`src/design/jsc_pkg.sv`:
```
// ----------------------------------------------------------------------------
// jsc_pkg
// Shared types and constants of the joint setpoint conditioner: controller
// states, command and status bundles, register indexes and reset values.
// ----------------------------------------------------------------------------
package jsc_pkg;

	// data widths
	localparam int NUM_W  = 44;  // divider dividend / divisor
	localparam int QUOT_W = 16;  // divider quotient
	localparam int CNT_W  = $clog2(QUOT_W);
	localparam int MIX_W  = 27;  // alpha (10b signed) x angle (17b)
	localparam int LIM_W  = 25;  // alpha (9b) x limit (16b)

	localparam int IN_W   = 48;
	localparam int OUT_W  = 56;

	// rate scaling: ms per second
	localparam int MS_PER_S = 1000;

	// register indexes
	localparam logic [2:0] REG_ANGLE_ALPHA   = 3'd0;
	localparam logic [2:0] REG_LIMIT_ALPHA   = 3'd1;
	localparam logic [2:0] REG_LIMIT_FLOOR   = 3'd2;
	localparam logic [2:0] REG_LIMIT_CEILING = 3'd3;
	localparam logic [2:0] REG_POS_AT_ZERO   = 3'd4;
	localparam logic [2:0] REG_POS_AT_FULL   = 3'd5;
	localparam logic [2:0] REG_RATE_GAIN     = 3'd6;
	localparam logic [2:0] REG_PERIOD_MS     = 3'd7;

	// register reset values
	localparam logic [8:0]  RST_ANGLE_ALPHA   = 9'd102;
	localparam logic [8:0]  RST_LIMIT_ALPHA   = 9'd102;
	localparam logic [15:0] RST_LIMIT_FLOOR   = 16'd7680;
	localparam logic [15:0] RST_LIMIT_CEILING = 16'd64000;
	localparam logic [15:0] RST_POS_AT_ZERO   = 16'd0;
	localparam logic [15:0] RST_POS_AT_FULL   = 16'd8042;
	localparam logic [15:0] RST_RATE_GAIN     = 16'd2860;
	localparam logic [9:0]  RST_PERIOD_MS     = 10'd50;
	localparam logic [15:0] RST_LIMIT_STATE   = 16'd7680;

	localparam logic [8:0]  ALPHA_ONE = 9'd256;

	typedef enum logic [3:0] {
		ST_IDLE,
		ST_MIX,
		ST_SMOOTH,
		ST_DIFF,
		ST_RATE_MUL,
		ST_RATE_SCALE,
		ST_RATE_DIV,
		ST_RATE_WAIT,
		ST_CLAMP,
		ST_LIM_MUL,
		ST_LIM_SUM,
		ST_POS_MUL,
		ST_POS_ROUND,
		ST_POS_RECIP,
		ST_OUT
	} jsc_state_t;

	typedef struct packed {
		logic load_in;
		logic mix;
		logic smooth;
		logic diff;
		logic rate_mul;
		logic rate_scale;
		logic div_rate;
		logic clamp;
		logic lim_mul;
		logic lim_sum;
		logic pos_mul;
		logic pos_round;
		logic pos_recip;
		logic out_load;
	} jsc_cmd_t;

	typedef struct packed {
		logic due;
		logic div_done;
		logic out_free;
	} jsc_stat_t;

endpackage

```
`src/design/joint_setpoint_conditioner_core.sv`:
```
// ----------------------------------------------------------------------------
// joint_setpoint_conditioner_core
// Joint angle smoothing, position mapping and rate-based velocity limit.
// One tick is in flight at a time: the next input beat is taken only once
// the previous result is loaded. The rate divider pass is the longest step when
// the limit updates; position uses a reciprocal multiply.
// A result waiting in the output register does not block the next input beat.
// Reset: async active low; config to defaults, filter state cleared, limit 7680.
// ----------------------------------------------------------------------------
module joint_setpoint_conditioner_core import jsc_pkg::*; #(
	parameter int FULL_SCALE_DEG = 90
) (
	input  logic             clk,
	input  logic             arst_n,
	input  logic             cfg_we,
	input  logic [2:0]       cfg_index,
	input  logic [15:0]      cfg_wdata,
	input  logic             s_axis_tvalid,
	output logic             s_axis_tready,
	input  logic [IN_W-1:0]  s_axis_tdata,   // raw_angle[8:0], now_ms[40:9]
	output logic             m_axis_tvalid,
	input  logic             m_axis_tready,
	output logic [OUT_W-1:0] m_axis_tdata    // target_position[15:0],
	                                         // vel_limit[31:16],
	                                         // smoothed_angle[48:32]
);

	jsc_cmd_t  cmd;
	jsc_stat_t stat;

	jsc_ctrl u_ctrl (
		.clk      (clk),
		.arst_n   (arst_n),
		.in_valid (s_axis_tvalid),
		.in_ready (s_axis_tready),
		.stat     (stat),
		.cmd      (cmd)
	);

	jsc_datapath #(
		.FULL_SCALE_DEG (FULL_SCALE_DEG)
	) u_dp (
		.clk       (clk),
		.arst_n    (arst_n),
		.cfg_we    (cfg_we),
		.cfg_index (cfg_index),
		.cfg_wdata (cfg_wdata),
		.in_raw    (s_axis_tdata[8:0]),
		.in_now    (s_axis_tdata[40:9]),
		.cmd       (cmd),
		.stat      (stat),
		.out_ready (m_axis_tready),
		.out_valid (m_axis_tvalid),
		.out_data  (m_axis_tdata)
	);

endmodule

```
`src/design/jsc_divider.sv`:
```
// ----------------------------------------------------------------------------
// jsc_divider
// Restoring divider, one quotient bit per cycle, QUOT_W quotient bits per divide.
// Flags overflow when the quotient would not fit in QUOT_W bits.
// ----------------------------------------------------------------------------
module jsc_divider import jsc_pkg::*; (
	input  logic              clk,
	input  logic              arst_n,
	input  logic              start,
	input  logic [NUM_W-1:0]  dividend,
	input  logic [NUM_W-1:0]  divisor,
	output logic              done,
	output logic [QUOT_W-1:0] quot,
	output logic              ovf
);

	localparam int SH_W = NUM_W + QUOT_W;

	logic              busy_q;
	logic [CNT_W-1:0]  cnt_q;
	logic [NUM_W-1:0]  rem_q;
	logic [SH_W-2:0]   dvs_q;
	logic [QUOT_W-1:0] quot_q;
	logic              ovf_q;
	logic [SH_W-2:0]   rem_x;
	logic              ge;

	assign rem_x = (SH_W-1)'(rem_q);
	assign ge    = rem_x >= dvs_q;
	assign done  = busy_q && (cnt_q == '0);
	assign quot  = quot_q;
	assign ovf   = ovf_q;

	always_ff @(posedge clk or negedge arst_n) begin
		if (!arst_n) begin
			busy_q <= 1'b0;
			cnt_q  <= '0;
		end else if (start) begin
			busy_q <= 1'b1;
			cnt_q  <= CNT_W'(QUOT_W - 1);
		end else if (busy_q) begin
			if (cnt_q == '0) begin
				busy_q <= 1'b0;
			end else begin
				cnt_q <= cnt_q - 1'b1;
			end
		end
	end

	always_ff @(posedge clk) begin
		if (start) begin
			rem_q <= dividend;
			dvs_q <= {divisor, (QUOT_W-1)'(0)};
			ovf_q <= SH_W'(dividend) >= {divisor, QUOT_W'(0)};
		end else if (busy_q) begin
			if (ge) begin
				rem_q <= NUM_W'(rem_x - dvs_q);
			end
			quot_q <= {quot_q[QUOT_W-2:0], ge};
			dvs_q  <= dvs_q >> 1;
		end
	end

endmodule

```
`src/design/jsc_datapath.sv`:
```
// ----------------------------------------------------------------------------
// jsc_datapath
// Config registers, filter state, multipliers, rate divider and the output
// register. Each step is strobed by the controller.
// ----------------------------------------------------------------------------
module jsc_datapath import jsc_pkg::*; #(
	parameter int FULL_SCALE_DEG = 90
) (
	input  logic               clk,
	input  logic               arst_n,
	input  logic               cfg_we,
	input  logic [2:0]         cfg_index,
	input  logic [15:0]        cfg_wdata,
	input  logic signed [8:0]  in_raw,
	input  logic [31:0]        in_now,
	input  jsc_cmd_t           cmd,
	output jsc_stat_t          stat,
	input  logic               out_ready,
	output logic               out_valid,
	output logic [OUT_W-1:0]   out_data
);

	localparam logic [15:0] FULL_Q = 16'(FULL_SCALE_DEG * 256);
	localparam logic [15:0] HALF_Q = 16'(FULL_SCALE_DEG * 128);
	// ceil(2^32 / FULL_SCALE_DEG); exact floor divide for 24-bit numerators
	localparam logic [32:0] POS_RECIP = 33'(((longint'(1) << 32) +
		longint'(FULL_SCALE_DEG) - longint'(1)) / longint'(FULL_SCALE_DEG));

	// config registers
	logic [8:0]         angle_alpha_q, limit_alpha_q;
	logic [15:0]        limit_floor_q, limit_ceiling_q, rate_gain_q;
	logic signed [15:0] pos_zero_q, pos_full_q;
	logic [9:0]         period_q;

	// filter state
	logic               primed_q;
	logic signed [16:0] smooth_q, last_smooth_q;
	logic [31:0]        last_upd_q;
	logic [15:0]        limit_q;

	// work registers
	logic signed [8:0]       raw_q;
	logic [31:0]             now_q, dt_q;
	logic                    due_q;
	logic signed [MIX_W-1:0] mix_a_q, mix_b_q;
	logic [16:0]             ad_q;
	logic [32:0]             prod_q;
	logic [NUM_W-1:0]        num_q;
	logic [15:0]             tgt_q;
	logic [LIM_W-1:0]        lim_a_q, lim_b_q;
	logic signed [33:0]      pnum_q;
	logic [23:0]             pn_q;
	logic [15:0]             pos_q;
	logic                    out_valid_q;
	logic [OUT_W-1:0]        out_data_q;

	// combinational
	logic [8:0]         a_eff, a_inv, b_eff, b_inv;
	logic signed [16:0] raw_x;
	logic signed [27:0] mix_sum;
	logic signed [19:0] mix_shift;
	logic signed [16:0] mix_sat;
	logic [9:0]         period_eff;
	logic [31:0]        dt_next;
	logic signed [17:0] sdiff;
	logic [16:0]        ad_next;
	logic               div_start;
	logic [NUM_W-1:0]   div_dividend, div_divisor;
	logic               div_done, div_ovf;
	logic [QUOT_W-1:0]  div_quot;
	logic [33:0]        pmag;
	logic [56:0]        pprod;
	logic [15:0]        tgt_lo, tgt_hi, tgt_next;
	logic [25:0]        lim_sum;
	logic [17:0]        lim_new;
	logic [15:0]        lim_sat;
	logic [15:0]        sc;
	logic signed [16:0] pdiff;
	logic signed [17:0] qs, psum;
	logic signed [15:0] pos_sat;

	assign a_eff = (angle_alpha_q > ALPHA_ONE) ? ALPHA_ONE : angle_alpha_q;
	assign a_inv = ALPHA_ONE - a_eff;
	assign b_eff = (limit_alpha_q > ALPHA_ONE) ? ALPHA_ONE : limit_alpha_q;
	assign b_inv = ALPHA_ONE - b_eff;

	assign raw_x = {raw_q, 8'b0};

	// floor((mix + 128) / 256), halves toward +inf
	assign mix_sum   = 28'(mix_a_q) + 28'(mix_b_q) + 28'sd128;
	assign mix_shift = mix_sum[27:8];
	always_comb begin
		if (mix_shift < -20'sd65536) begin
			mix_sat = -17'sd65536;
		end else if (mix_shift > 20'sd65535) begin
			mix_sat = 17'sd65535;
		end else begin
			mix_sat = mix_shift[16:0];
		end
	end

	assign period_eff = (period_q == '0) ? 10'd1 : period_q;
	assign dt_next    = now_q - last_upd_q;

	assign sdiff   = 18'(smooth_q) - 18'(last_smooth_q);
	assign ad_next = sdiff[17] ? 17'(-sdiff) : sdiff[16:0];

	// rate divider: (|ds| * 1000 * gain + dt * 2048) / (dt * 4096)
	assign div_start    = cmd.div_rate;
	assign div_dividend = num_q;
	assign div_divisor  = NUM_W'({dt_q, 12'b0});

	jsc_divider u_div (
		.clk      (clk),
		.arst_n   (arst_n),
		.start    (div_start),
		.dividend (div_dividend),
		.divisor  (div_divisor),
		.done     (div_done),
		.quot     (div_quot),
		.ovf      (div_ovf)
	);

	// floor first, ceiling wins; an oversized quotient is above any ceiling
	assign tgt_lo   = (div_quot < limit_floor_q) ? limit_floor_q : div_quot;
	assign tgt_hi   = (tgt_lo > limit_ceiling_q) ? limit_ceiling_q : tgt_lo;
	assign tgt_next = div_ovf ? limit_ceiling_q : tgt_hi;

	assign lim_sum = 26'(lim_a_q) + 26'(lim_b_q) + 26'd128;
	assign lim_new = lim_sum[25:8];
	assign lim_sat = (lim_new > 18'd65535) ? 16'hFFFF : lim_new[15:0];

	always_comb begin
		if (smooth_q < 17'sd0) begin
			sc = '0;
		end else if (smooth_q > $signed({1'b0, FULL_Q})) begin
			sc = FULL_Q;
		end else begin
			sc = smooth_q[15:0];
		end
	end
	assign pdiff = 17'(pos_full_q) - 17'(pos_zero_q);

	// (|num| + full/2) / (deg * 256) = ((|num| + full/2) >> 8) / deg
	assign pmag  = pnum_q[33] ? 34'(-pnum_q) : 34'(pnum_q);
	assign pprod = 57'(pn_q) * 57'(POS_RECIP);

	// round half away from zero: sign applied to the magnitude quotient
	assign qs   = pnum_q[33] ? -$signed({2'b0, pos_q}) : $signed({2'b0, pos_q});
	assign psum = 18'(pos_zero_q) + qs;
	always_comb begin
		if (psum < -18'sd32768) begin
			pos_sat = -16'sd32768;
		end else if (psum > 18'sd32767) begin
			pos_sat = 16'sd32767;
		end else begin
			pos_sat = psum[15:0];
		end
	end

	assign stat.due      = due_q;
	assign stat.div_done = div_done;
	assign stat.out_free = !out_valid_q || out_ready;

	assign out_valid = out_valid_q;
	assign out_data  = out_data_q;

	// config and filter state
	always_ff @(posedge clk or negedge arst_n) begin
		if (!arst_n) begin
			angle_alpha_q   <= RST_ANGLE_ALPHA;
			limit_alpha_q   <= RST_LIMIT_ALPHA;
			limit_floor_q   <= RST_LIMIT_FLOOR;
			limit_ceiling_q <= RST_LIMIT_CEILING;
			pos_zero_q      <= RST_POS_AT_ZERO;
			pos_full_q      <= RST_POS_AT_FULL;
			rate_gain_q     <= RST_RATE_GAIN;
			period_q        <= RST_PERIOD_MS;
			primed_q        <= 1'b0;
			smooth_q        <= '0;
			last_smooth_q   <= '0;
			last_upd_q      <= '0;
			limit_q         <= RST_LIMIT_STATE;
		end else begin
			if (cfg_we) begin
				unique case (cfg_index)
					REG_ANGLE_ALPHA:   angle_alpha_q   <= cfg_wdata[8:0];
					REG_LIMIT_ALPHA:   limit_alpha_q   <= cfg_wdata[8:0];
					REG_LIMIT_FLOOR:   limit_floor_q   <= cfg_wdata;
					REG_LIMIT_CEILING: limit_ceiling_q <= cfg_wdata;
					REG_POS_AT_ZERO:   pos_zero_q      <= cfg_wdata;
					REG_POS_AT_FULL:   pos_full_q      <= cfg_wdata;
					REG_RATE_GAIN:     rate_gain_q     <= cfg_wdata;
					REG_PERIOD_MS:     period_q        <= cfg_wdata[9:0];
				endcase
			end
			if (cmd.smooth) begin
				primed_q <= 1'b1;
				smooth_q <= primed_q ? mix_sat : raw_x;
			end
			if (cmd.lim_sum) begin
				limit_q       <= lim_sat;
				last_upd_q    <= now_q;
				last_smooth_q <= smooth_q;
			end
		end
	end

	// working registers
	always_ff @(posedge clk) begin
		if (cmd.load_in) begin
			raw_q <= in_raw;
			now_q <= in_now;
		end
		if (cmd.mix) begin
			mix_a_q <= MIX_W'($signed({1'b0, a_eff})) * MIX_W'(raw_x);
			mix_b_q <= MIX_W'($signed({1'b0, a_inv})) * MIX_W'(smooth_q);
			dt_q    <= dt_next;
			due_q   <= dt_next >= 32'(period_eff);
		end
		if (cmd.diff) begin
			ad_q <= ad_next;
		end
		if (cmd.rate_mul) begin
			prod_q <= 33'(ad_q) * 33'(rate_gain_q);
		end
		if (cmd.rate_scale) begin
			// |ds| * 1000 * gain + dt * 4096 / 2
			num_q <= NUM_W'(prod_q) * NUM_W'(MS_PER_S) + NUM_W'({dt_q, 11'b0});
		end
		if (cmd.clamp) begin
			tgt_q <= tgt_next;
		end
		if (cmd.lim_mul) begin
			lim_a_q <= LIM_W'(b_eff) * LIM_W'(tgt_q);
			lim_b_q <= LIM_W'(b_inv) * LIM_W'(limit_q);
		end
		if (cmd.pos_mul) begin
			pnum_q <= 34'(pdiff) * 34'($signed({1'b0, sc}));
		end
		if (cmd.pos_round) begin
			// |num| + full/2 stays below 2^32
			pn_q <= 24'((pmag + 34'(HALF_Q)) >> 8);
		end
		if (cmd.pos_recip) begin
			pos_q <= pprod[47:32];
		end
		if (cmd.out_load) begin
			out_data_q <= {7'b0, smooth_q, limit_q, pos_sat};
		end
	end

	always_ff @(posedge clk or negedge arst_n) begin
		if (!arst_n) begin
			out_valid_q <= 1'b0;
		end else if (cmd.out_load) begin
			out_valid_q <= 1'b1;
		end else if (out_ready) begin
			out_valid_q <= 1'b0;
		end
	end

endmodule

```
`src/design/jsc_ctrl.sv`:
```
// ----------------------------------------------------------------------------
// jsc_ctrl
// Sequencer for one tick: smoothing, optional limit update through the
// divider, position interpolation by reciprocal multiply, output load.
// ----------------------------------------------------------------------------
module jsc_ctrl import jsc_pkg::*; (
	input  logic      clk,
	input  logic      arst_n,
	input  logic      in_valid,
	output logic      in_ready,
	input  jsc_stat_t stat,
	output jsc_cmd_t  cmd
);

	jsc_state_t state_q, state_d;

	always_ff @(posedge clk or negedge arst_n) begin
		if (!arst_n) begin
			state_q <= ST_IDLE;
		end else begin
			state_q <= state_d;
		end
	end

	always_comb begin
		state_d  = state_q;
		cmd      = '0;
		in_ready = 1'b0;
		unique case (state_q)
			ST_IDLE: begin
				in_ready = 1'b1;
				if (in_valid) begin
					cmd.load_in = 1'b1;
					state_d     = ST_MIX;
				end
			end
			ST_MIX: begin
				cmd.mix = 1'b1;
				state_d = ST_SMOOTH;
			end
			ST_SMOOTH: begin
				cmd.smooth = 1'b1;
				state_d    = ST_DIFF;
			end
			ST_DIFF: begin
				cmd.diff = 1'b1;
				state_d  = stat.due ? ST_RATE_MUL : ST_POS_MUL;
			end
			ST_RATE_MUL: begin
				cmd.rate_mul = 1'b1;
				state_d      = ST_RATE_SCALE;
			end
			ST_RATE_SCALE: begin
				cmd.rate_scale = 1'b1;
				state_d        = ST_RATE_DIV;
			end
			ST_RATE_DIV: begin
				cmd.div_rate = 1'b1;
				state_d      = ST_RATE_WAIT;
			end
			ST_RATE_WAIT: begin
				if (stat.div_done) begin
					state_d = ST_CLAMP;
				end
			end
			ST_CLAMP: begin
				cmd.clamp = 1'b1;
				state_d   = ST_LIM_MUL;
			end
			ST_LIM_MUL: begin
				cmd.lim_mul = 1'b1;
				state_d     = ST_LIM_SUM;
			end
			ST_LIM_SUM: begin
				cmd.lim_sum = 1'b1;
				state_d     = ST_POS_MUL;
			end
			ST_POS_MUL: begin
				cmd.pos_mul = 1'b1;
				state_d     = ST_POS_ROUND;
			end
			ST_POS_ROUND: begin
				cmd.pos_round = 1'b1;
				state_d       = ST_POS_RECIP;
			end
			ST_POS_RECIP: begin
				cmd.pos_recip = 1'b1;
				state_d       = ST_OUT;
			end
			ST_OUT: begin
				if (stat.out_free) begin
					cmd.out_load = 1'b1;
					state_d      = ST_IDLE;
				end
			end
			default: begin
				state_d = ST_IDLE;
			end
		endcase
	end

endmodule

```
`config.mk`:
```
export PLATFORM = sky130hd
export DESIGN_NAME = joint_setpoint_conditioner_core
export DESIGN_NICKNAME = d
export VERILOG_FILES = /design/src/design/jsc_pkg.sv /design/src/design/joint_setpoint_conditioner_core.sv /design/src/design/jsc_divider.sv /design/src/design/jsc_datapath.sv /design/src/design/jsc_ctrl.sv
export SDC_FILE = /design/constraint.sdc
export NUM_CORES = 2
export LEC_CHECK = 0
export ABC_AREA = 1
export BUFFER_PORTS_ARGS = -buffer_cell sky130_fd_sc_hd__buf_2
export CAP_MARGIN = 20
export CORE_MARGIN = 2
export CORE_UTILIZATION = 40
export DETAILED_ROUTE_END_ITERATION = 10
export PLACE_DENSITY = 0.55
export SLEW_MARGIN = 20
export SYNTH_ARGS = -nofsm -noshare
export SYNTH_HDL_FRONTEND = slang
export SYNTH_SLANG_ARGS = --single-unit
```
`constraint.sdc`:
```
create_clock -name clk -period 10.3 [get_ports clk]
set_clock_uncertainty 0.1 [all_clocks]
set_input_delay 2.06 -clock clk [delete_from_list [all_inputs] [get_ports clk]]
set_output_delay 2.06 -clock clk [all_outputs]
set_load 0.05 [all_outputs]
```
## After elaboration in Yosys (flattened, before gate mapping)

Index checks and enable logic that the tools add are counted.

- Logic and storage cells: 177
- Flip-flop bits (word level): 724

- Reduce and logical (&&, ||, !) cells: 22
- Multipliers: 8
- Add/subtract/negate cells: 17
- Bitwise gates (word level): 1
- Mux-type cells: 51
- Equal/unequal tests: 25
- Magnitude comparators: 14

Operators by type and width:

| operator | count |
|---|---|
| $mux W44 | 3 |
| $mux W59 | 2 |
| $mux W16 | 7 |
| $mux W17 | 4 |
| $ge A44 B60 Y1 | 1 |
| $pmux W4 S15 | 1 |
| $ge A44 B59 Y1 | 1 |
| $mul A9 B16 Y25 | 2 |
| $mul A24 B26 Y48 const B | 1 |
| $add A43 B43 Y44 | 1 |
| $sub A44 B44 Y44 | 1 |
| $mul A33 B7 Y40 const B | 1 |
| $gt A18 B16 Y1 const B | 2 |
| $mul A17 B17 Y34 | 1 |
| $mul A17 B16 Y33 | 1 |
| $add A32 B14 Y32 const B | 1 |
| $ge A32 B10 Y1 | 1 |
| $mux W32 | 1 |
| $neg A32 Y32 | 1 |
| $sub A32 B32 Y32 | 1 |
| $add A27 B27 Y28 | 1 |
| $add A28 B9 Y28 const B | 1 |
| $eq A4 B4 Y1 const B | 7 |
| $mux W4 | 7 |
| 41 further kinds | 88 |

## Logic depth before layout (Yosys ltp)

- Depth after elaboration: 6
- Depth in mapped cells: 37
- Gate-level depth less buffers: 36

## By module

From an unflattened synthesis, not the netlist that was laid out.

- Cell total of the unflattened synthesis: 11346
- Area total of the unflattened synthesis: 93667.3 um^2

Modules (own cells, without submodules):

| module | area an instance (um^2) | cells each | instances | sequential area each (um^2) |
|---|---|---|---|---|
| jsc_datapath | 84178.2 | 10055 | 1 | 16625.9 |
| jsc_divider | 9095.0 | 1221 | 1 | 3578.4 |
| jsc_ctrl | 394.1 | 70 | 1 | 100.1 |

## Worst setup path before layout

No wires, ideal clock.

- Kind: register to register
- Start point: register u_dp.pos_full_q[1]
- End point: register u_dp.pnum_q[31], data pin
- Setup time: 0.259 ns
- Setup slack: 2.987 ns
- Buffers on the path: 1
- Stages on the path, launching flop included: 33
- Arrival time: 6.954 ns
- Data required time: 9.941 ns
- Cells stage by stage: dfstp_2 -> inv_1 -> fa_1 -> nand3b_1 -> nand2_1 -> nand3_1 -> o2111ai_1 -> nand3_1 -> nand2_1 -> nand2_1 -> a22oi_2 -> buf_4 -> nor2_1 -> fa_1 -> inv_1 -> fa_1 -> inv_1 -> fa_1 -> fa_1 -> fa_1 -> inv_1 -> fa_1 -> inv_1 -> ha_1 -> a21oi_1 -> o21ai_0 -> nor2_1 -> nand3_1 -> nand2_1 -> nand2_1 -> nand2_1 -> nand2_1 -> xor2_1

- Cells in the longest elaborated chain, start to end: 2

RTL lines:

| item | line | source |
|---|---|---|
| start: declaration | jsc_datapath.sv:32 | `logic signed [15:0] pos_zero_q, pos_full_q;` |
| start signal: assignment | jsc_datapath.sv:192 | `REG_POS_AT_FULL: pos_full_q <= cfg_wdata;` |
| $sub A16 B16 Y17 | jsc_datapath.sv:142 | `assign pdiff = 17'(pos_full_q) - 17'(pos_zero_q);` |
| $mul A17 B17 Y34 | jsc_datapath.sv:239 | `pnum_q <= 34'(pdiff) * 34'($signed({1'b0, sc}));` |
| end signal: assignment | jsc_datapath.sv:239 |  |
| end: declaration | jsc_datapath.sv:51 | `logic signed [33:0] pnum_q;` |

Every way passes these cells.
A chain may end at the register's enable or synchronous reset.

## Worst setup path in the final report

- Start point: register u_dp.smooth_q[2]
- End point: register u_dp.pnum_q[33], data pin

- Cells in the longest elaborated chain, start to end: 4
- Elaborated cells on any way between the ends: 5

RTL lines:

| item | line | source |
|---|---|---|
| start: declaration | jsc_datapath.sv:37 | `logic signed [16:0] smooth_q, last_smooth_q;` |
| start signal: assignment | jsc_datapath.sv:199 | `smooth_q <= primed_q ? mix_sat : raw_x;` |
| $gt A17 B16 Y1 | jsc_datapath.sv:136 | `end else if (smooth_q > $signed({1'b0, FULL_Q})) begin` |
| $mux W16 | jsc_datapath.sv:136 |  |
| $mux W16 * | jsc_datapath.sv:134 | `if (smooth_q < 17'sd0) begin` |
| $mul A17 B17 Y34 * | jsc_datapath.sv:239 |  |

Every way passes the cells marked *; elsewhere a longest branch is shown, timed or not.

==> results.md <==
* Synth Flop Type: edfxtp_1
* Final Setup Violations at 0
* Post-DRT Antenna Nets at 0
* CTS resizes at 0
* CP startpoint kind: flip-flop
* PortBufs at 115
* Maximum buffer depth of the clock tree at 3
* Number of enable flip-flop cells after synthesis at 485
* Hold-fix buffers, CTS at 0
* RSZ-0062 raised after global routing: no
* GRT Resource Usage Total at 0.2240
* Post-placement setup slack at 1.611 ns
* Yosys Warn Count at 0
* Final net count at 13,060
* Via/cell ratio at 5.111
* Syn avg cell area at 8.439 sq um
* Crit end category: flip-flop
* Post-route clock period utilization at 0.8499
* Critical path class: reg -> reg
* Clk_lat worst skew at 0.77 ns
* Status: finished clean
* Critical path required time at 10.63 ns
* DRC Markers at 0
* Met2 Use GR at 0.3736
* Clk sinks at 713
* Slew headroom at 0.2873
* Met1 global-route usage at 0.3084
* Fin crit period at 8.754 ns
* P_leak at 49.51 nW
* Clock transition at path regs at 0.06 ns
* H-tree depth at 3
* Worst VDD drop at 0.001579 V
* GP Congestion at 0.9438
* Post-CTS Setup Bufs at 0
* Worst-margin pin slew at 1.066 ns
* Met3 GRT Util at 0.02888
* Die Ht at 482.2 microns
* Share of layout cells above drive strength 1 at 0.05139
* Area added between synthesis and finish at 7.509%
* Busiest grt layer: met2
* Hold WC Path Type: reg -> reg
* Die area at 0.2325 sq mm
* First drt pass iteration count at 6
* Most frequent cells in the layout: inv_1 (2,273), nand2_1 (2,154), fa_1 (1,148)
* Dpl hpwl at 212,300 microns
* Initial antenna violation count at 17
* Switching Fraction at 0.5110
* Clk pwr share at 0.125
* Fmax at 114.2 MHz
* CTS tree: yes
* Largest net degree at the start of global routing at 132
* CP Max Fanout at 14
* Crit path arrival time at 9.08 ns
* Starting DRT DRC Count at 4,645
* Core area at 0.2273 sq mm
* Congestion Overflow GR at 0
* Ports at 130
* Initial Util at 0.4024
* Mapped Area at 0.09147 sq mm
* Cell Int Power at 0.01306 W
* Yosys cell types at 72
* PwrDens at 271.5 mW/mm^2
* Die Wd at 482.2 microns
* Flop pwr share at 0.161
* Pins over their slew limit at 0
* Avg WL per Cell at 18.28 microns
* Asr flop ratio synth at 0.2819
* CTS buffer count at 89
* Clock root cell: clkbuf_16
* First-pass GRT wire length at 410,500 microns
* Via Count at 71,300
* Sequential area share after synthesis at 0.2207
* Final WL at 255,000 microns
* Vias in the first global route at 73,800
* Post-Syn Instances at 10,840
* Comb power frac at 0.714
* Max-cap violations at 0
* Commonest non-fill, non-tap cell in the layout: inv_1
* NetSw at 0.01365 W
* Row count at 175
* Final total negative setup slack at 0 ns
* Final hold vios at 0
* Flops & latches, synth at 713
* Final Worst Setup Slack at 1.546 ns
==> power by group through the flow <==
stage	Clock [W]	Sequential (W)	Combinational (W)
floorplan	0	0.00426	0.0145
global placement	0	0.00436	0.0188
detailed placement	0	0.00436	0.0189
CTS	0.00344	0.00430	0.0191
global route	0.00355	0.00432	0.0216
finish	0.00333	0.00431	0.0191
==> state kept, by name, indices dropped and copies added, names as in the netlist, 17 cells and up <==
name                flops
u_dp.u_div.dvs_q       59
u_dp.pn_q              24
u_dp.pnum_q            33
u_dp.u_div.rem_q       44
u_dp.lim_b_q           25
u_dp.ad_q              17
u_dp.lim_a_q           25
u_dp.last_smooth_q     17
u_dp.prod_q            33
u_dp.mix_b_q           20
u_dp.now_q             32
u_dp.mix_a_q           19
u_dp.smooth_q          17
u_dp.dt_q              32
u_dp.last_upd_q        32
u_dp.div_dividend      41
u_dp.out_data          49
==> Yosys cell counts (all sizes together), types with 2 or more instances <==
cell,n,area [sq um]
a211oi,14,105.1
buf,71,416.7
nor2,880,3413
o21ai,557,2821
nor4,40,256.5
o2111ai,6,52.55
a21o,39,292.8
nor3,89,490.5
inv,2309,8670
o21bai,34,262.8
fa,1148,22980
edfxtp,485,14560
o211ai,21,162.6
conb,2,7.510
dfxtp,27,540.5
dfrtp,161,4029
xnor2,147,1287
clkinv,11,41.29
a221oi,6,52.55
nand4,96,613.1
and2,6,38.79
clkbuf,174,654.4
nand3b,16,120.1
nand3,311,1597
o211a,2,20.02
or2,40,250.2
o22ai,42,262.8
a21oi,525,2718
o21a,16,120.1
xor2,232,2085
ha,984,12310
or4,2,15.01
dfstp,40,1051
a31oi,58,362.9
o221ai,7,61.31
o31ai,11,87.58
a21boi,20,172.7
nand2,2200,8398
and3,3,18.77
==> worst paths after layout <==
check | start | end | slack [ns] | depth (start not counted)
min | u_dp.u_div.quot[0] | u_dp.u_div.quot[1] | 0.36 | 0
max | u_dp.smooth_q[2] | u_dp.pnum_q[33] | 1.55 | 27
max reg2reg | u_dp.smooth_q[2] | u_dp.pnum_q[33] | 1.55 | 27
min in group asynchronous | arst_n | u_dp.limit_q[1] | 1.14 | 1
max in group asynchronous | arst_n | u_dp.pos_zero_q[15] | 7.61 | 2
min reg2reg | u_dp.u_div.quot[0] | u_dp.u_div.quot[1] | 0.36 | 0
==> through the flow <==
stage	util	hold slack [ns]	area, sq um	power, W	cells
2_1_floorplan	-	0.3231	91550	0.01875	10860
3_3_place_gp	0.4189	0.3492	95210	0.02316	13780
3_5_place_dp	0.4189	0.3457	95210	0.02329	13780
4_1_cts	0.4326	0.3568	98310	0.02687	13940
5_1_grt	0.4326	0.3652	98330	0.02952	13950
6_report	0.4327	0.3557	98330	0.02670	13950
==> layer usage <==
metal	routed length (microns)	up-vias
met5	41	-
met4	6088	8
met3	13360	299
met2	120500	1668
met1	115000	35350
li1	-	33970
==> cells by family (layout without fill, tap and decap cells) <==
family / after synthesis / count (layout) / share of synthesized area
buffers and inverters: 2565 / 2639 / 0.1069
and+or+nand+nor: 3685 / 3685 / 0.1665
DFF: 713 / 713 / 0.2207
adders and majority gates: 2132 / 2132 / 0.3859
other: 2 / 30 / 0.00008211
xor gates and xnor gates: 379 / 379 / 0.03687
AOI/OAI and AO/OA: 1362 / 1362 / 0.08302
==> critical path, stage by stage, from the launching register on <==
cell and delay (ns):
dfrtp_1 0.49, nor3_1 0.47, nand4_1 0.15, a21oi_1 0.29, nor3_1 0.11, o21ai_2 0.53, nand2_1 0.65, inv_1 0.44
nand2_1 0.11, fa_1 0.49, fa_1 0.55, inv_1 0.05, fa_1 0.50, inv_1 0.05, fa_1 0.52, fa_1 0.53
fa_1 0.55, inv_1 0.04, ha_1 0.35, a21oi_1 0.21, o21ai_0 0.15, a21oi_1 0.14, o21ai_0 0.19, nand2_1 0.10
nand2_1 0.13, a21oi_1 0.30, o21ai_1 0.11, xor2_1 0.16
==> layout make-up <==
class / instances / area, sq um
inverter: 2320 / 8711
timing repair buffer: 152 / 875.8
clock buffer: 111 / 2380
multi-input combinational: 7583 / 61680
sequential: 713 / 20180
tap: 3009 / 3765
fill: 22850 / 128900
clock inverter: 56 / 726.9
antenna: 5 / 12.51
Power figures use the tool's default switching activity.
